--- src/hdl/hag_pkg.sv ---
package hag_pkg;

	localparam int unsigned MAX_ENTRIES_DEF = 256;
	localparam int unsigned DIGEST_W = 256;
	localparam int unsigned PADDR_W = 3;
	localparam int unsigned PDATA_W = 32;

	localparam logic [PADDR_W-1:0] ADDR_ENFORCE = 3'd0;
	localparam logic [PADDR_W-1:0] ADDR_RUNNING = 3'd4;

	typedef enum logic [1:0] {
		ACT_LOAD   = 2'd0,
		ACT_ADD    = 2'd1,
		ACT_REMOVE = 2'd2
	} action_t;

	typedef enum logic [3:0] {
		ST_KNOWN       = 4'd0,
		ST_ENROLLED    = 4'd1,
		ST_ENROLL_FULL = 4'd2,
		ST_DENIED      = 4'd3,
		ST_UNHASHED_OK = 4'd4,
		ST_ADD_OK      = 4'd5,
		ST_ADD_FULL    = 4'd6,
		ST_REMOVED     = 4'd7,
		ST_NOT_FOUND   = 4'd8
	} status_t;

	typedef enum logic [2:0] {
		FSM_CLEAR,
		FSM_IDLE,
		FSM_SCAN,
		FSM_DRAIN,
		FSM_COMMIT
	} fsm_t;

	typedef struct packed {
		logic [1:0]  action;
		logic        digest_ok;
		logic [63:0] digest_w0;
		logic [63:0] digest_w1;
		logic [63:0] digest_w2;
		logic [63:0] digest_w3;
	} req_t;

	typedef struct packed {
		logic [3:0]  status;
		logic        allowed;
		logic [8:0]  entries_held;
		logic [31:0] denials;
	} rsp_t;

	typedef struct packed {
		logic enforce;
		logic running;
	} cfg_t;

	typedef struct packed {
		logic clr;
		logic take;
		logic rd;
		logic commit;
	} cmd_t;

	typedef struct packed {
		logic last;
		logic res_free;
	} sts_t;

endpackage

--- src/hdl/hag_ctrl.sv ---
module hag_ctrl import hag_pkg::*; (
	input  logic clk,
	input  logic arst_n,
	input  logic req_valid,
	output logic req_stall,
	input  sts_t sts,
	output cmd_t cmd
);

	fsm_t state_q;
	fsm_t state_d;

	always_ff @(posedge clk or negedge arst_n) begin
		if (!arst_n) begin
			state_q <= FSM_CLEAR;
		end else begin
			state_q <= state_d;
		end
	end

	always_comb begin
		state_d = state_q;
		cmd = '0;
		req_stall = 1'b1;
		unique case (state_q)
			FSM_CLEAR: begin
				cmd.clr = 1'b1;
				if (sts.last) state_d = FSM_IDLE;
			end
			FSM_IDLE: begin
				req_stall = 1'b0;
				if (req_valid) begin
					cmd.take = 1'b1;
					state_d = FSM_SCAN;
				end
			end
			FSM_SCAN: begin
				cmd.rd = 1'b1;
				if (sts.last) state_d = FSM_DRAIN;
			end
			// last row is compared during this cycle
			FSM_DRAIN: begin
				state_d = FSM_COMMIT;
			end
			FSM_COMMIT: begin
				// hold until the result register is free
				if (sts.res_free) begin
					cmd.commit = 1'b1;
					state_d = FSM_IDLE;
				end
			end
			default: begin
				state_d = FSM_CLEAR;
			end
		endcase
	end

endmodule

--- config.mk ---
export PLATFORM = sky130hd
export DESIGN_NAME = hag_ctrl
export DESIGN_NICKNAME = d
export VERILOG_FILES = /design/src/hdl/hag_pkg.sv /design/src/hdl/hag_ctrl.sv
export SDC_FILE = /design/constraint.sdc
export NUM_CORES = 1
export LEC_CHECK = 0
export BUFFER_PORTS_ARGS = -buffer_cell sky130_fd_sc_hd__buf_2
export CAP_MARGIN = 5
export CORE_AREA = 5 5 42 44
export CTS_BUF_LIST = sky130_fd_sc_hd__clkbuf_4
export DETAILED_ROUTE_END_ITERATION = 8
export DIE_AREA = 0 0 47 49
export PLACE_DENSITY = 0.31
export REMOVE_ABC_BUFFERS = 1
export SYNTH_ARGS = -nofsm -noshare
export SYNTH_HDL_FRONTEND = slang
export SYNTH_SLANG_ARGS = --single-unit
--- constraint.sdc ---
create_clock -name clk -period 1 [get_ports clk]
set_input_delay 0 -clock clk [delete_from_list [all_inputs] [get_ports clk]]
set_output_delay 0 -clock clk [all_outputs]
set_load 0.01 [all_outputs]
After elaboration in Yosys (flattened, before gate mapping)
Cells that the tools add are included.

storage, ports and cells
  flip-flop bits (word level) = 3
  input bits = 5
  logic and storage cells = 23

operators by class
  equal/unequal tests = 8
  mux-type cells = 12
  reductions and logical operators = 2

operators by type and width
  operator                                        count
  one-hot mux 3 bit (5 select lines)              1
  two-way mux 3 bit                               4
  != test 2 bit (second input constant)           4
  two-way mux 1 bit                               7
  == test 3 x 2 -> 1 bit (second input constant)  2
  AND reduction 4 bit                             1
  == test 3 x 1 -> 1 bit (second input constant)  1
  == test 3 bit (second input constant)           1
  zero test 3 bit                                 1

Depth between registers and ports, before layout
Gate-level depths: netlist of the first run.

  word-level depth = 3
  gate-level depth with buffers = 3
  mapped depth without buffers = 2

Worst setup path after synthesis of the first run
No wires, ideal clock.

  path type = reg2reg
  start point = reg state_q[0]
  end point = reg state_q[2]
  arrival = 1.034 ns
  required time = 0.935 ns
  path slack = -0.100 ns
  cell stages (with the launch flop) = 4
  buffers on the path = 1
  cells stage by stage = dfrtp_1 buf_6 or4b_1 nand2_1

between the ends
  cells in the longest elaborated chain, start to end = 3

ends and longest elaborated chain
  item                                                  line            source
  from (decl)                                           hag_ctrl.sv:10  fsm_t state_q;
  from (signal assigned)                                hag_ctrl.sv:17  state_q <= state_d;
  == test 3 x 2 -> 1 bit, or another cell as far along  hag_ctrl.sv:25  unique case (state_q)
  != test 2 bit (no line)                               n/a
  AND reduction 4 bit (no line)                         n/a

Parallel ways exist; a longest one is shown, timed or not.
A chain may end at the register's enable or synchronous reset.

Final worst setup path of the first run
  start point = reg state_q[2]
  end point = reg state_q[0]

The elaborated chain is that of the path after synthesis.

==> reports/qor.csv, run 1 <==
metric,value,unit
status,finished with violations,
violated checks,negative setup slack,
Worst R2R Start,state_q[2]$_DFFE_PN0P_,
unrepaired setup endpoints after global routing,true,
Max-slew headroom,87.9,%
GP Congestion,0.676,
Gate Count Post-Synth,19,
largest net degree at the start of global routing,7,
Int Pwr,0.000784,W
Reg area,78.8,um^2
Clock Power Share,19.8,%
Seq pwr share,19.5,%
DP Worst Slack,-0.0981,ns
WS Path Type,reg -> reg,
Mean Syn Cell Area,9.94,um^2
drc violations,0,
most frequent cells in the layout,"8 x buf_2, 7 x buf_4, 4 x clkbuf_4, 3 x buf_6, 3 x dfrtp_2",
vias in the first global route,225,
CP arrival,1.36,ns
CP Max Fanout,3,
Comb pwr share,60.7,%
Fmax,796,MHz
Final Cycle Share,126,%
"Clk pin slew, worst setup/hold paths",0.03,ns
DRT antenna net count,0,
NetSw,0.000392,W
Slew @ Worst Pin,0.181,ns
max reg flops,3,
"commonest non-fill, non-tap cell in the layout",buf_2,
width of the chip,47,um
drt pass-1 iters,1,
Placed Cells,47,
nets,49,
yosys warns,0,
Clock Latency Late Sink,0.23,ns
Core ar.,0.00140,mm^2
synthesized cell area,189,um^2
sequential fraction of the synthesis area,39.7,%
multi-input logic area,128,um^2
Setup crit start,state_q[2]$_DFFE_PN0P_,
fillers,161,
VDD IR max,0.00118,V
clock buffers created by TritonCTS,3,
total number of vias,230,
Hold Fails Final Rpt,0,
Max Root-Sink Buffers,2,
initial antenna violation count,0,
GRT Overall Usage,5.42,%
final setup violating endpoints,8,
Biggest register,state_q,
"area leader, netlist",dfrtp_1,
Max-cap violations,0,
Period minus WS final,1.26,ns
clock net sink count,3,
worst hold-check path type,in -> reg,
H-tree Lvls,1,
PortBufs,9,
Synth-to-Final Area Change,117,%
post-synth top area share,39.7,%
biggest regs,state_q: 3 flops,
Final Slew Violations,0,
routed wire length,570,um
switch share,33.3,%
power per cell area,2870,mW/mm^2
Overflow after GRT,0,
Unique masters post-synth,15,
post-detailed-route wirelength per cell,9.66,um
DIE AREA,0.00230,mm^2
leak pwr,0.202,nW
WHS,0.0336,ns
critical path launch point type,register,
IO Pins,10,
fin cells,59,
crit end category,register,
Via-to-Cell Ratio,3.90,
CTS tree,done,
number of diodes,0,
worst hold start,sts[0],
Die H,49,um
DR iter-0 viols,0,
share of post-route cells with drive strength above 1,69.8,%
Setup TNS,-1.46,ns
Root Buffer,clkbuf_4,
row count,14,
first-pass GRT wire length,848,um
Starting Density,13.5,%
CP required,1.11,ns
worst setup margin,-0.256,ns
fin util,29.3,%
clk_skew,0.000694,ns
"top cells by area, synth","dfrtp_1 40%, nand3b_1 7.9%, and4bb_2 6.6%, buf_6 6.0%, or4b_1 5.3%",
Yosys reg bits,3,
## metrics by stage
step	instance area, um^2	power (W)
2_1_floorplan	178	0.000464
3_3_place_gp	273	0.000690
3_5_place_dp	273	0.000695
4_1_cts	378	0.00110
5_1_grt	410	0.00128
6_report	410	0.00118
## worst paths after layout
kind / to / slack, ns / cells after the start
worst max register to register: state_q[0]$_DFFE_PN0P_ / -0.26 / 4
max in group asynchronous: state_q[2]$_DFFE_PN0P_ / 0.79 / 2
worst min register to register: state_q[2]$_DFFE_PN0P_ / 0.58 / 2
worst min-delay path: state_q[2]$_DFFE_PN0P_ / 0.03 / 3
min in group asynchronous: state_q[1]$_DFFE_PN0P_ / 0.09 / 2
worst max-delay path: state_q[0]$_DFFE_PN0P_ / -0.26 / 4
## cell type report
class / count / area share [%]
clock buffers: 4 / 7.32
inverters: 1 / 0.915
multi-input cells: 14 / 31.1
flip-flops and latches: 3 / 19.2
well taps: 16 / 4.88
repair buffers: 21 / 36.6
## per-layer routing
layer / vias up / GRT usage (%) / share of wire [%]
met2: 7 / 7.92 / 53
li1: 118 / - / -
met1: 105 / 5.05 / 36
met5: - / 0 / 0
met4: 0 / 6.91 / 0
met3: 0 / 1.48 / 11
## synthesized netlist by cell type
cell type  instances
a211o_1            1
a21oi_1            1
and4bb_2           1
buf_6              1
dfrtp_1            3
inv_1              1
nand2_1            1
nand2b_1           1
nand3b_1           2
nor2_1             2
nor3_1             1
nor3b_1            1
nor4b_1            1
or3b_1             1
or4b_1             1
## power by group through the flow
stage | Combinational, W | Clock [W] | Sequential (W)
2_1_floorplan | 0.000214 | 0 | 0.000249
3_3_place_gp | 0.000427 | 0 | 0.000264
3_5_place_dp | 0.000430 | 0 | 0.000265
4_1_cts | 0.000615 | 0.000249 | 0.000232
5_1_grt | 0.000779 | 0.000256 | 0.000246
6_report | 0.000714 | 0.000233 | 0.000229
## kinds of logic (layout without fill, tap and decap cells)
kind of cell	after synthesis	after routing	share of synthesized area [%]
compound gates	2	2	7.28
flops	3	3	39.7
buf+inv	2	26	7.94
simple gates	12	12	45.0
## what timing repair did
action                                 4_1_cts  5_1_grt
pin swaps                                    3        2
endpoints found under the hold margin        4        0
buffers inserted                             5        1
hold buffers                                 2        0
setup endpoints to repair                    7        8
gates resized for setup                      6        5
## worst max-delay path, stage by stage (launching register included)
cell      delay, ns
dfrtp_2        0.40
buf_4          0.14
buf_6          0.11
and4bb_2       0.23
a211o_1        0.26
Power figures use the tool's default switching activity.
==> run 2: changes to the inputs <==
Settings changed: PLACE_DENSITY 0.31 to 0.3.
Clock period 1 ns to 1.31 ns, I/O delays scaled along.
==> reports/qor.csv, run 2 (synthesis gave the netlist of run 1 again) <==
metric,value,unit,change
status,"finished, final reports clean",,
vias in the first global route,187,,-17%
unrepaired setup endpoints after global routing,false,,
Reg area,78.8,um^2,unchanged
Max-slew headroom,80.4,%,-7.5 points
VDD IR max,0.000683,V,-42%
CP arrival,1.26,ns,-0.10 ns
routed wire length,504,um,-12%
Setup TNS,0,ns,+1.46 ns
worst r2r dst,state_q[0]$_DFFE_PN0P_,,
total number of vias,202,,-12%
width of the chip,47,um,unchanged
leak pwr,0.163,nW,-19%
Max Root-Sink Buffers,2,,unchanged
max reg flops,3,,unchanged
first-pass GRT wire length,772,um,-9.0%
Via-to-Cell Ratio,3.81,,-2.2%
Max-cap violations,0,,unchanged
DP Worst Slack,0.185,ns,+0.283 ns
post-detailed-route wirelength per cell,9.51,um,-1.6%
most frequent cells in the layout,"9 x buf_2, 4 x clkbuf_4, 4 x buf_4, 3 x dfrtp_2",,
fin area,327,um^2,-20%
DRT antenna net count,0,,unchanged
power per cell area,2190,mW/mm^2,-23%
Starting Density,13.5,%,unchanged
row count,14,,unchanged
Final Cycle Share,96.0,%,
H-tree Lvls,1,,unchanged
critical path launch point type,register,,
GRT Overall Usage,5.08,%,-0.34 points
Pwr Total,0.000716,W,-39%
CP Max Fanout,5,,+2
clock buffers created by TritonCTS,3,,unchanged
initial antenna violation count,0,,unchanged
final setup violating endpoints,0,,-8
Worst Hold Path Cells,3,,unchanged
biggest regs,state_q: 3 flops,,
Die H,49,um,unchanged
DR iter-0 viols,0,,unchanged
Core ar.,0.00140,mm^2,unchanged
drt pass-1 iters,1,,unchanged
largest net degree at the start of global routing,11,,+4
Biggest register,state_q,,
number of diodes,0,,unchanged
fillers,160,,-0.62%
Fmax,795,MHz,
GP Congestion,0.625,,-7.6%
Worst R2R Start,state_q[2]$_DFFE_PN0P_,,
flop2flop setup slack,0.18,ns,+0.44 ns
worst hold-check path type,in -> reg,,
WS Path Type,reg -> out,,
DIE AREA,0.00230,mm^2,unchanged
worst setup margin,0.0518,ns,+0.308 ns
Worst Reg2Reg Path Length in Cells,3,,-1
Post-DP Area,243,um^2,-11%
Hold Fails Final Rpt,0,,unchanged
PortBufs,9,,unchanged
CTS tree,done,,
multi-input logic area,98.8,um^2,-23%
fin util,23.3,%,-6.0 points
Overflow after GRT,0,,unchanged
Root Buffer,clkbuf_4,,
"Clk pin slew, worst setup/hold paths",0.04,ns,about the same
WHS Endpoint,state_q[2]$_DFFE_PN0P_,,
CP required,1.31,ns,+0.20 ns
IO Pins,10,,unchanged
clk_skew,0.00113,ns,+0.000433 ns
worst hold start,sts[0],,
Synth-to-Final Area Change,72.8,%,
Clock Latency Late Sink,0.23,ns,about the same
Period minus WS final,1.26,ns,
crit end category,output port,,
Slew @ Worst Pin,0.290,ns,+0.109 ns
nets,43,,-12%
"commonest non-fill, non-tap cell in the layout",buf_2,,
drc violations,0,,unchanged
Final Slew Violations,0,,unchanged
clock net sink count,3,,unchanged
share of post-route cells with drive strength above 1,56.8,%,-13 points
[run 2: final cells by class]
class | instances | area share, %
clock buffer | 4 | 9.20
inverter | 1 | 1.15
multi-input combinational | 14 | 30.3
sequential | 3 | 24.1
tap | 16 | 6.13
timing repair buffer | 15 | 29.1
[run 2: worst max path at each step]
stage / startpoint / endpoint / slack, ns / cells after the start
CTS: state_q[1]$_DFFE_PN0P_ / cmd[2] / 0.007 / 3
floorplan: state_q[0]$_DFFE_PN0P_ / state_q[2]$_DFFE_PN0P_ / 0.25 / 2
finish: state_q[1]$_DFFE_PN0P_ / cmd[2] / 0.05 / 3
global placement: state_q[0]$_DFFE_PN0P_ / state_q[2]$_DFFE_PN0P_ / 0.21 / 2
detailed placement: state_q[0]$_DFFE_PN0P_ / state_q[2]$_DFFE_PN0P_ / 0.19 / 2
global route: state_q[1]$_DFFE_PN0P_ / cmd[2] / 0.003 / 3
[run 2: stage by stage]
step	instances	hold slack (ns)
floorplan	18	-0.296
global placement	43	-0.202
detailed placement	43	-0.201
CTS	49	0.0341
global route	53	0.0560
finish	53	0.0337
[run 2: metal layers]
metal  up-vias  global-route usage [%]  part of all wire (%)
met1        91                    6.19                    42
met3         0                    1.48                    12
met2         7                    5.66                    46
li1        104                       -                     -
met4         0                    6.91                     0
met5         -                       0                     0
[run 2: timing repair]
| item | 4_1_cts | 5_1_grt |
|---|---|---|
| hold buffers | 2 | 0 |
| cloned | 0 | 0 |
| hold endpoints to repair | 4 | 0 |
| endpoints found under the setup margin | 1 | 1 |
| gates resized for setup | 2 | 1 |
| setup buffers | 0 | 4 |
[run 2: power breakdown]
part / switching, W / leakage, nW / internal [W] / total, W
Clock: 0.0000455 / 0.0184 / 0.000135 / 0.000180
Combinational: 0.000142 / 0.110 / 0.000195 / 0.000336
Sequential: 0.0000591 / 0.0347 / 0.000140 / 0.000200
[run 2: worst max-delay path, stage by stage, from the launching register on]
cell     delay [ns]
dfrtp_2        0.42
or3b_1         0.39
nor2_1         0.09
buf_2          0.13
