`src/hdl/hag_pkg.sv`:
```
package hag_pkg;

	localparam int unsigned MAX_ENTRIES_DEF = 256;
	localparam int unsigned DIGEST_W = 256;
	localparam int unsigned PADDR_W = 3;
	localparam int unsigned PDATA_W = 32;

	localparam logic [PADDR_W-1:0] ADDR_ENFORCE = 3'd0;
	localparam logic [PADDR_W-1:0] ADDR_RUNNING = 3'd4;

	typedef enum logic [1:0] {
		ACT_LOAD   = 2'd0,
		ACT_ADD    = 2'd1,
		ACT_REMOVE = 2'd2
	} action_t;

	typedef enum logic [3:0] {
		ST_KNOWN       = 4'd0,
		ST_ENROLLED    = 4'd1,
		ST_ENROLL_FULL = 4'd2,
		ST_DENIED      = 4'd3,
		ST_UNHASHED_OK = 4'd4,
		ST_ADD_OK      = 4'd5,
		ST_ADD_FULL    = 4'd6,
		ST_REMOVED     = 4'd7,
		ST_NOT_FOUND   = 4'd8
	} status_t;

	typedef enum logic [2:0] {
		FSM_CLEAR,
		FSM_IDLE,
		FSM_SCAN,
		FSM_DRAIN,
		FSM_COMMIT
	} fsm_t;

	typedef struct packed {
		logic [1:0]  action;
		logic        digest_ok;
		logic [63:0] digest_w0;
		logic [63:0] digest_w1;
		logic [63:0] digest_w2;
		logic [63:0] digest_w3;
	} req_t;

	typedef struct packed {
		logic [3:0]  status;
		logic        allowed;
		logic [8:0]  entries_held;
		logic [31:0] denials;
	} rsp_t;

	typedef struct packed {
		logic enforce;
		logic running;
	} cfg_t;

	typedef struct packed {
		logic clr;
		logic take;
		logic rd;
		logic commit;
	} cmd_t;

	typedef struct packed {
		logic last;
		logic res_free;
	} sts_t;

endpackage

```
`src/hdl/hag_regs.sv`:
```
module hag_regs import hag_pkg::*; (
	input  logic               clk,
	input  logic               arst_n,
	input  logic               psel,
	input  logic               penable,
	input  logic               pwrite,
	input  logic [PADDR_W-1:0] paddr,
	input  logic [PDATA_W-1:0] pwdata,
	output logic [PDATA_W-1:0] prdata,
	output logic               pready,
	output cfg_t               cfg
);

	logic enforce_q;
	logic running_q;
	logic wr;

	assign pready = 1'b1;
	assign wr = psel & penable & pwrite;

	always_ff @(posedge clk or negedge arst_n) begin
		if (!arst_n) begin
			enforce_q <= 1'b0;
			running_q <= 1'b0;
		end else if (wr) begin
			if (paddr == ADDR_ENFORCE) enforce_q <= pwdata[0];
			if (paddr == ADDR_RUNNING) running_q <= pwdata[0];
		end
	end

	always_comb begin
		prdata = '0;
		if (paddr == ADDR_ENFORCE) prdata[0] = enforce_q;
		else if (paddr == ADDR_RUNNING) prdata[0] = running_q;
	end

	assign cfg.enforce = enforce_q;
	assign cfg.running = running_q;

endmodule

```
`config.mk`:
```
export PLATFORM = sky130hd
export DESIGN_NAME = hag_regs
export DESIGN_NICKNAME = d
export VERILOG_FILES = /design/src/hdl/hag_pkg.sv /design/src/hdl/hag_regs.sv
export SDC_FILE = /design/constraint.sdc
export NUM_CORES = 1
export LEC_CHECK = 0
export ABC_AREA = 1
export BUFFER_PORTS_ARGS = -buffer_cell sky130_fd_sc_hd__buf_2
export CORE_MARGIN = 3
export CORE_UTILIZATION = 27
export DETAILED_ROUTE_END_ITERATION = 8
export GPL_TIMING_DRIVEN = 0
export PLACE_DENSITY = 0.82
export SYNTH_ARGS = -nofsm -noshare
export SYNTH_HDL_FRONTEND = slang
export SYNTH_SLANG_ARGS = --single-unit
```
`constraint.sdc`:
```
create_clock -name clk -period 2.02 [get_ports clk]
set_clock_uncertainty 0.1 [all_clocks]
set_input_delay 0 -clock clk [delete_from_list [all_inputs] [get_ports clk]]
set_output_delay 0 -clock clk [all_outputs]
set_load 0.05 [all_outputs]
```
; Word-level counts from Yosys, hierarchy flattened
; Index checks and enable logic that the tools add are counted.
; Widths: inputs -> output; s select.
[word_totals]
regBits = 2
in_bits = 40
out_inout_bits = 35
elab_cells = 10
[classes]
eq_ne = 1
mux = 2
bitwise_logic = 2
n_reduce_logical = 3
[ops]
columns = operator, n
row1 = $reduce_and 2->1, 2
row2 = $eq 3x3->1 const B, 1
row3 = $logic_not 3->1, 1
row4 = $and 1x1->1, 2
row5 = $mux 1, 2

; Longest topological paths before layout
; Gate-level depths: netlist of the first run.
[depth]
word_depth = 3
mapped_depth = 5
depth_no_buf = 5

; Worst setup path before layout of the first run
; No wires, ideal clock.
[synth_timing]
kind = register to output
startpoint = register enforce_q
endpoint = output prdata[0]
arrival_ns = 1.080
required_time_ns = 1.920
path_slack_ns = 0.840
stages_incl_launch_ff = 3
path_buffers = 0
cell_sequence = dfrtp_1 > inv_1 > o21ai_1
[synth_between]
elab_chain_len = 1
[synth_rtl]
columns = element, line_no
row1 = from (decl), hag_regs.sv:14  ; logic enforce_q;
row2 = from (signal assigned), hag_regs.sv:26  ; if (paddr == ADDR_ENFORCE) enforce_q <= pwdata[0];
row3 = $mux 1, hag_regs.sv:33  ; if (paddr == ADDR_ENFORCE) prdata[0] = enforce_q;
row4 = to (decl), hag_regs.sv:9  ; output logic [PDATA_W-1:0] prdata,
; Every way passes these cells.

; Worst setup path in the final report of the first run
[layout_timing]
startpoint = input paddr[2]
endpoint = register enforce_q
[layout_between]
elab_chain_len = 2
[layout_rtl]
columns = element, line_no
row1 = from (decl), hag_regs.sv:7  ; input logic [PADDR_W-1:0] paddr,
row2 = $logic_not 3->1, hag_regs.sv:26
row3 = $reduce_and 2->1 (no source line), -
; Every way passes these cells.
; A chain may end at the register's enable or synchronous reset.

==> results by group, run 1 <==
Placement
  – HPWL after DPL: 734 um
  – Worst slack at placement: 1130 ps
  – Port Buffers: 11
  – Gp weighted congestion: 0.756
  – Cells after DPL: 115

Route
  – First-pass DRT Iterations: 2
  – Vias per std cell: 3.11
  – Via count: 383
  – Per-cell routed wire length: 7.44 um
  – DRT Wirelength: 915 um
  – Final ANT Viol Nets: 0
  – DRC viols: 0
  – Initial DRC count: 2

Critical path
  – Req. time, crit path: ~2100 ps
  – Worst Path Class, Setup: input port to register
  – Reg2Reg Launch Point: running_q$_DFFE_PN0P_
  – CP startpoint: paddr[2]
  – R2R setup slack: around 1200 ps
  – CP arrival: between 1000 and 1500 ps
  – Highest net fanout along the worst path: 3
  – Worst setup SP type: input port
  – Crit end category: register

Finish
  – Layout cells sized above 1: 0.472
  – Post-layout net count: 150
  – Ant diodes: 0
  – Area Growth Syn to Fin: 62.7%
  – Post-route insts no fill: around 120

Logic synthesis
  – Sequential fraction of the synthesis area: 0.121
  – Synth Instances: 59
  – FF+latch count, synth: 2
  – Yosys cell types: 11
  – Mapped Avg Cell Area: ~7 um2
  – Synthesized area: about 410 um2
  – Warnings, synthesis: 0

Clock network
  – CTS tree: done
  – H-Tree Level Count: 1
  – CTS Buffer Depth: 2
  – Clock Sinks: 2
  – Root Driver: clkbuf_4
  – Cts repair resizes: 0
  – CTS clk-pin slew, worst paths: 30 ps
  – Total CTS buffers: 3
  – Clk Latency, worst-skew pair: between 200 and 250 ps

Global routing
  – Gr usage total: 0.0865
  – Number of global-route vias before repair: 298
  – First-pass GRT wire length: roughly 1200 um
  – Pin count of the biggest net entering global routing: 4
  – GR Overflow Total: 0
  – Initial antenna violation count: 0

Power and ir drop
  – Sequential power share: 0.131
  – Psw: 235 uW
  – Maximum vdd ir drop: 0.210 mV
  – Pleak: 0.000450 uW
  – Part of the power in the clock network: 0.205
  – Internal power: roughly 200 uW
  – Power per Cell Area: 646 nW/um2
  – Combinational share of power: 0.664
  – Sw Share: 0.540

Floorplanning
  – IO Count: 75
  – Placement row count: 13
  – Die span in y: 45.1 um
  – Core Region: 1370 um2
  – Die width: 45.1 um
  – Total die area: 2030 um2
  – Initial core utilization: 0.302

STA
  – Minimum clock period: approximately 1400 ps
  – Final setup TNS: 0 ps
  – Max Clock Freq: 0.725 GHz
  – Pins Over Slew Limit: 0
  – RSZ-0062 raised after global routing: false
  – Final count of hold timing violations: 0
  – Post-route setup slack: 641 ps
  – Tcrit/Tclk final: 0.683
  – # setup viols final: 0

Min path
  – Hold path startpoint: paddr[0]
  – Worst min-delay path class: input port to register

Flow run
  – Max-capacitance violation count: 0

Run status
  – Status: finished, final reports clean
through the flow:
step	cell area [um2]	util	hold WS, ps	power, uW
6_report	672	0.492	30.4	434
4_1_cts	672	0.492	1.02	435
5_1_grt	672	0.492	29.8	464
3_5_place_dp	599	0.439	-315	335
3_3_place_gp	599	0.439	-316	332
2_1_floorplan	526	-	-396	310
registers in the layout (all words and copies together) (netlist names):
signal and cells:
enforce_q 1, running_q 1
path summary, 6_finish.rpt:
path | endpoint | depth (start not counted)
setup / recovery | enforce_q$_DFFE_PN0P_ | 6
hold / removal | running_q$_DFFE_PN0P_ | 5
setup reg to reg | running_q$_DFFE_PN0P_ | 3
hold reg to reg | enforce_q$_DFFE_PN0P_ | 3
max in group asynchronous | running_q$_DFFE_PN0P_ | 3
min in group asynchronous | enforce_q$_DFFE_PN0P_ | 3
metal layers:
metal  vias up  wire length (um)  global-route usage
li1        209                 -                   -
met1       147               261              0.0723
met2        25               524               0.155
met3         2               102              0.0239
met4         0                26              0.0877
met5         -                 0                   0
layout make-up:
type / count / area (um2)
inverter: 6 / 22.5
tap: 15 / 18.8
sequential: 2 / 50.0
buffer: 34 / 255
multi-input combinational: 47 / 198
fill: 148 / 694
timing repair buffer: 16 / 105
clock buffer: 3 / 22.5
repair_timing:
item | in CTS | in global routing
hold buffers | 5 | 0
hold endpoints to repair | 4 | 0
setup buffers | 0 | 0
power groups by stage:
stage	Clock, uW	Combinational [uW]	Sequential (uW)
finish	89.0	289	56.8
global route	104	303	57.2
CTS	94.1	284	56.5
detailed placement	0	278	56.9
global placement	0	276	56.4
floorplan	0	256	54.9
cells in the final DEF (no fill, tap or decap):
cell type | synthesis | layout
dlygate4sd3_1 | 0 | 5
conb_1 | 2 | 32
o21bai_2 | 1 | 1
nand2_1 | 6 | 6
buf_4 | 34 | 34
buf_2 | 0 | 11
nor2_1 | 1 | 1
inv_1 | 6 | 6
o21bai_1 | 1 | 1
clkbuf_4 | 0 | 3
o21ai_1 | 1 | 1
nor2_2 | 2 | 2
dfrtp_1 | 2 | 2
nand3_1 | 3 | 3
logic make-up after synthesis:
group                  synth area share
other                            0.0182
and+or+nand+nor                   0.130
buffers and inverters             0.673
DFF                               0.121
AOI/OAI and AO/OA                0.0576
synth_stat cells, drive strengths merged:
cell type  number  area share
nor2            3       0.039
o21bai          2       0.045
buf            34        0.62
conb            2       0.018
o21ai           1       0.012
nand2           6       0.055
nand3           3       0.036
dfrtp           2        0.12
inv             6       0.055
critical path: stages:
cell,delay (ps)
dlygate4sd3_1,520
buf_2,130
nor2_1,110
nand3_1,70
dlygate4sd3_1,550
nand2_1,70
Note: power is estimated with default switching activity, not from simulation.
==> run 2: changes to the inputs <==
--- a/config.mk
+++ b/config.mk
@@ -8,10 +8,10 @@
 export ABC_AREA = 1
 export BUFFER_PORTS_ARGS = -buffer_cell sky130_fd_sc_hd__buf_2
 export CORE_MARGIN = 3
-export CORE_UTILIZATION = 27
+export CORE_UTILIZATION = 23
 export DETAILED_ROUTE_END_ITERATION = 8
 export GPL_TIMING_DRIVEN = 0
-export PLACE_DENSITY = 0.82
+export PLACE_DENSITY = 0.75
 export SYNTH_ARGS = -nofsm -noshare
 export SYNTH_HDL_FRONTEND = slang
 export SYNTH_SLANG_ARGS = --single-unit
==> constraint.sdc (replaced) <==
create_clock -name clk -period 1.1 [get_ports clk]
set_clock_uncertainty 0.1 [all_clocks]
set_input_delay 0 -clock clk [delete_from_list [all_inputs] [get_ports clk]]
set_output_delay 0 -clock clk [all_outputs]
set_load 0.05 [all_outputs]
==> run 2 against run 1 <==
Effect of this change: global-route usage is 0.91 points lower; total power is 83% higher; cell count up 7.3%; register-to-register slack got worse by 890 ps; sequential share of layout area fell by 0.19 points; via count decreased by 2.1%; combinational power is 85% higher; clock power is 80% higher; utilization down 5.9 points; design area up 2.6%; first-iteration DRC count decreased by 100%; critical path type is now register to output port; largest cell class unchanged.
==> results by group, run 2 (synthesis results as in run 1) <==
Clock network
  – Clk Latency, worst-skew pair: 220 ps (about the same)
  – # Post-CTS Setup Buffers: 0 (unchanged)
  – Root Driver: clkbuf_4
  – CTS clk-pin slew, worst paths: 30 ps (about the same)
  – CTS tree: done
  – Clock Sinks: 2 (unchanged)
  – H-Tree Level Count: 1 (unchanged)
  – CTS Buffer Depth: 2 (unchanged)
  – Total CTS buffers: 3 (unchanged)

Floorplanning
  – IO Count: 75 (unchanged)
  – Total die area: 2340 um2 (+15%)
  – Placement row count: 14 (+1)
  – Die span in y: 48.4 um (+7.2%)
  – Core Region: 1590 um2 (+17%)
  – Die width: 48.4 um (+7.2%)
  – Initial core utilization: 0.259 (-0.0432)

Placement
  – HPWL after DPL: 703 um (-4.2%)
  – Port Buffers: 11 (unchanged)
  – Gp weighted congestion: 0.695 (-8.0%)

Global routing
  – Pin count of the biggest net entering global routing: 4 (unchanged)
  – First-pass GRT wire length: 1440 um (+20%)
  – GR Overflow Total: 0 (unchanged)
  – Gr usage total: 0.0773 (-0.00914)
  – Initial antenna violation count: 0 (unchanged)
  – Number of global-route vias before repair: 376 (+26%)

Finish
  – Layout cells sized above 1: 0.481 (+0.00926)
  – Fillers: 166 (+12%)
  – Area Growth Syn to Fin: 67.0%
  – Top Registers: enforce_q (1), running_q (1)
  – Commonest non-fill, non-tap cell in the layout: buf_4
  – Ant diodes: 0 (unchanged)
  – Post-layout net count: 150 (unchanged)
  – Commonest non-fill, non-tap cells in the layout: buf_4 (35), conb_1 (32), buf_2 (10)

STA
  – Final count of hold timing violations: 0 (unchanged)
  – # setup viols final: 0 (unchanged)
  – RSZ-0062 raised after global routing: false
  – Final setup TNS: 0 ps (unchanged)
  – Hold slack: 8.87 ps (-21.5 ps)
  – Max Clock Freq: 0.959 GHz
  – Pins Over Slew Limit: 0 (unchanged)
  – Tcrit/Tclk final: 0.948
  – Minimum clock period: roughly 1000 ps

Route
  – Final ANT Viol Nets: 0 (unchanged)
  – Via count: 375 (-2.1%)
  – DRC viols: 0 (unchanged)
  – First-pass DRT Iterations: 1 (-1)
  – DRT Wirelength: 836 um (-8.6%)
  – Initial DRC count: 0 (-2)
  – Per-cell routed wire length: 6.33 um (-15%)
  – Vias per std cell: 2.84 (-8.8%)

Critical path
  – Worst Path Class, Setup: register to output port
  – Critical path, cell by cell: buf_4 > buf_2
  – Worst setup SP type: register
  – CP peak stage delay: 390 ps (-160 ps)
  – CP max-delay cell: dfrtp_1
  – CP arrival: 940 ps (-500 ps)
  – Req. time, crit path: 1000 ps (-1080 ps)
  – Crit end category: output port
  – Highest net fanout along the worst path: 3 (unchanged)

Min path
  – Worst min-delay path class: input port to register

Flow run
  – Max-capacitance violation count: 0 (unchanged)

Power and ir drop
  – Power per Cell Area: 1160 nW/um2 (+79%)
  – Pleak: 0.000455 uW (+1.0%)
  – Maximum vdd ir drop: 0.440 mV (+110%)

Run status
  – Status: finished, final reports clean
run 2: cell types whose count changed in the layout (fill, tap and decap cells not counted):
cell	before	now
buf_4	34	35
buf_2	11	10
o21ai_2	0	1
o21ai_1	1	0
run 2: critical path, delay by kind of cell (launching register included):
kind                   cells  cell delay (ps)
DFF                        1              390
buffers and inverters      2              330
run 2: timing repair:
action | CTS | global route
endpoints found under the setup margin | 1 | 0
hold endpoints to repair | 4 | 0
resized for setup | 1 | 0
hold buffers | 5 | 0
run 2: final timing paths:
check                                            from                     to  slack, ps  cells past startpoint
worst min register to register  enforce_q$_DFFE_PN0P_  enforce_q$_DFFE_PN0P_        530                      3
worst min-delay path                         paddr[0]  running_q$_DFFE_PN0P_          9                      5
worst max register to register  running_q$_DFFE_PN0P_  running_q$_DFFE_PN0P_        270                      3
min in group asynchronous                      arst_n  running_q$_DFFE_PN0P_        530                      3
worst max-delay path            running_q$_DFFE_PN0P_                 cfg[0]         60                      2
max in group asynchronous                      arst_n  enforce_q$_DFFE_PN0P_        240                      3
run 2: cell type report:
type	instances	area (um2)	share of cell area
flip-flops and latches	2	50.0	0.0726
multi-input cells	47	201	0.292
well taps	24	30.0	0.0436
plain buffers	34	255	0.370
repair buffers	16	108	0.156
inverters	6	22.5	0.0327
clock buffers	3	22.5	0.0327
run 2: where the power goes:
group	total, uW	internal, uW	switching (uW)
logic	534	159	375
clock network	160	120	39.8
registers	103	91.7	10.9
run 2: per-layer routing:
metal	share of wire	GRT usage
met1	0.28	0.0615
met2	0.59	0.144
met3	0.13	0.0368
met4	0	0.0569
met5	0	0
run 2: per-stage QoR:
| step | instances | power (uW) | cell area (um2) | setup slack, ps | util |
|---|---|---|---|---|---|
| 2_1_floorplan | 89 | 573 | 529 | 167 | - |
| 6_report | 132 | 797 | 689 | 56.8 | 0.432 |
| 3_5_place_dp | 124 | 617 | 614 | 226 | 0.385 |
| 4_1_cts | 132 | 802 | 689 | 46.6 | 0.432 |
| 5_1_grt | 132 | 838 | 689 | 15.3 | 0.432 |
| 3_3_place_gp | 124 | 613 | 614 | 239 | 0.385 |
==> run 3: changes to the inputs <==
--- a/config.mk
+++ b/config.mk
@@ -8,10 +8,11 @@
 export ABC_AREA = 1
 export BUFFER_PORTS_ARGS = -buffer_cell sky130_fd_sc_hd__buf_2
 export CORE_MARGIN = 3
-export CORE_UTILIZATION = 23
+export CORE_UTILIZATION = 24
+export CTS_BUF_LIST = sky130_fd_sc_hd__clkbuf_8
 export DETAILED_ROUTE_END_ITERATION = 8
 export GPL_TIMING_DRIVEN = 0
-export PLACE_DENSITY = 0.75
+export PLACE_DENSITY = 0.77
 export SYNTH_ARGS = -nofsm -noshare
 export SYNTH_HDL_FRONTEND = slang
 export SYNTH_SLANG_ARGS = --single-unit
==> run 3 against run 2 <==
Effect of this change: cell count shrank 7.6%; largest cell class unchanged; routed wire length is 8.6% higher; largest power group unchanged; highest routed layer unchanged; total power increased by 16%; critical path depth rose by 1; sequential power about the same; global-route usage decreased by 0.40 points.
==> results by group, run 3 (synthesis results as in run 1) <==
Run status
  – Status: finished, final reports clean

Finish
  – Top Registers: enforce_q (1), running_q (1)
  – Commonest non-fill, non-tap cell in the layout: buf_4
  – Area Growth Syn to Fin: 64.2%
  – Ant diodes: 0 (unchanged)
  – Final Cell Area: 678 um2 (-1.6%)
  – Layout cells sized above 1: 0.491 (+0.00908)
  – Commonest non-fill, non-tap cells in the layout: buf_4 (35), conb_1 (32), buf_2 (10)
  – Post-layout net count: 148 (-1.3%)

STA
  – Minimum clock period: 1050 ps (+3.24 ps)
  – RSZ-0062 raised after global routing: false
  – Max Clock Freq: 0.956 GHz (-0.31%)
  – Hold slack: 9.73 ps (+0.859 ps)
  – # setup viols final: 0 (unchanged)
  – Final count of hold timing violations: 0 (unchanged)
  – Final setup TNS: 0 ps (unchanged)
  – Pins Over Slew Limit: 0 (unchanged)
  – Tcrit/Tclk final: 0.951 (+0.00294)

Floorplanning
  – Die width: 47.5 um (-1.9%)
  – IO Count: 75 (unchanged)
  – Total die area: 2250 um2 (-3.7%)
  – Initial core utilization: 0.265 (+0.00582)
  – Core Region: 1560 um2 (-2.2%)
  – Placement row count: 14 (unchanged)
  – Die span in y: 47.5 um (-1.9%)

Min path
  – Worst min-delay path class: input port to asynchronous set/reset pin

Global routing
  – Number of global-route vias before repair: 297 (-21%)
  – Gr usage total: 0.0733 (-0.00398)
  – Initial antenna violation count: 0 (unchanged)
  – First-pass GRT wire length: 1120 um (-22%)
  – GR Overflow Total: 0 (unchanged)
  – Pin count of the biggest net entering global routing: 4 (unchanged)

Route
  – Via count: 375 (unchanged)
  – First-pass DRT Iterations: 1 (unchanged)
  – Final ANT Viol Nets: 0 (unchanged)
  – Per-cell routed wire length: 7.44 um (+18%)
  – Vias per std cell: 3.07 (+8.2%)
  – DRT Wirelength: 908 um (+8.6%)
  – DRC viols: 0 (unchanged)
  – Initial DRC count: 0 (unchanged)

Placement
  – Gp weighted congestion: 0.663 (-4.6%)
  – HPWL after DPL: 850 um (+21%)
  – Placed cell area: 604 um2 (-1.6%)
  – Port Buffers: 11 (unchanged)

Critical path
  – Critical path, cell by cell: inv_1 > o21ai_2 > buf_4
  – Bufs and invs on worst path: 2 (unchanged)
  – CP max-delay cell: dfrtp_1
  – CP arrival: 950 ps (about the same)
  – Largest delay contributor family on the critical path: flip-flops
  – CP peak stage delay: 330 ps (-60 ps)
  – Highest net fanout along the worst path: 2 (-1)
  – Worst setup SP type: register
  – Crit end category: output port
  – Worst Path Class, Setup: register to output port
  – Req. time, crit path: 1000 ps (about the same)

Clock network
  – Total CTS buffers: 3 (unchanged)
  – CTS clk-pin slew, worst paths: 30 ps (about the same)
  – Root Driver: clkbuf_8
  – CTS tree: done
  – CTS Buffer Depth: 2 (unchanged)
  – H-Tree Level Count: 1 (unchanged)
  – Clock Sinks: 2 (unchanged)
  – # Post-CTS Setup Buffers: 0 (unchanged)
  – Clk Latency, worst-skew pair: 200 ps (-20 ps)

Flow run
  – Max-capacitance violation count: 0 (unchanged)

Power and ir drop
  – Maximum vdd ir drop: 0.627 mV (+43%)
  – Part of the power in the clock network: 0.309 (+0.108)
  – Power Total: 923 uW (+16%)
  – Combinational share of power: 0.579 (-0.092)
  – Psw: 445 uW (+4.6%)
  – Internal power: 477 uW (+29%)
  – Sw Share: 0.483 (-0.0516)
  – Pleak: 0.000454 uW (-0.13%)
  – Sequential power share: 0.113 (-0.016)
  – Power per Cell Area: 1360 nW/um2 (+18%)
-- run 3: changes by cell type in the layout (fill, tap and decap cells not counted), sizes merged --
cell,previous run,this run
dlygate4sd3,5,3
-- run 3: power by group through the flow --
stage / logic (uW) / registers, uW / clock network [uW]
6_report: 534 / 104 / 285
5_1_grt: 559 / 108 / 309
4_1_cts: 529 / 105 / 296
3_5_place_dp: 518 / 105 / 0
3_3_place_gp: 510 / 103 / 0
2_1_floorplan: 473 / 101 / 0
-- run 3: worst register-to-register path, delay by kind of cell (launching register included) --
kind                   cells  cell delay (ps)
DFF                        1              370
and+or+nand+nor            1               60
buffers and inverters      1               90
AOI/OAI and AO/OA          1              120
-- run 3: timing repair --
| item | 4_1_cts | 5_1_grt |
|---|---|---|
| endpoints found under the hold margin | 4 | 0 |
| resized for setup | 1 | 0 |
| endpoints found under the setup margin | 1 | 0 |
| hold buffers | 3 | 0 |
-- run 3: final cells by class --
class	instances	area, um2
repair buffers	14	87.6
inverters	6	22.5
clock buffers	3	41.3
flip-flops and latches	2	50.0
multi-input cells	47	201
plain buffers	34	255
well taps	16	20.0
fillers	169	881
-- run 3: final timing paths --
kind	slack, ps	startpoint	endpoint	cells after the start
worst min-delay path	10	arst_n	enforce_q$_DFFE_PN0P_	2
worst max register to register	240	enforce_q$_DFFE_PN0P_	enforce_q$_DFFE_PN0P_	3
worst max-delay path	50	enforce_q$_DFFE_PN0P_	prdata[0]	3
min in group clk	30	paddr[2]	running_q$_DFFE_PN0P_	4
worst min register to register	550	running_q$_DFFE_PN0P_	running_q$_DFFE_PN0P_	3
max in group asynchronous	790	arst_n	running_q$_DFFE_PN0P_	2
-- run 3: metrics by stage --
| stage | utilization | worst slack (ps) | cells |
|---|---|---|---|
| after floorplan | - | 167 | 89 |
| after global placement | 0.388 | 233 | 116 |
| after detailed placement | 0.388 | 212 | 116 |
| after CTS | 0.435 | 44.1 | 122 |
| after global routing | 0.435 | 10.7 | 122 |
| final | 0.435 | 53.5 | 122 |
-- run 3: metal layers --
| layer | vias to the layer above | routed length (um) | GRT usage |
|---|---|---|---|
| met5 | - | 0 | 0 |
| met4 | 0 | 0 | 0.0497 |
| met3 | 0 | 106 | 0.0150 |
| met2 | 21 | 575 | 0.168 |
| met1 | 149 | 226 | 0.0446 |
| li1 | 205 | - | - |
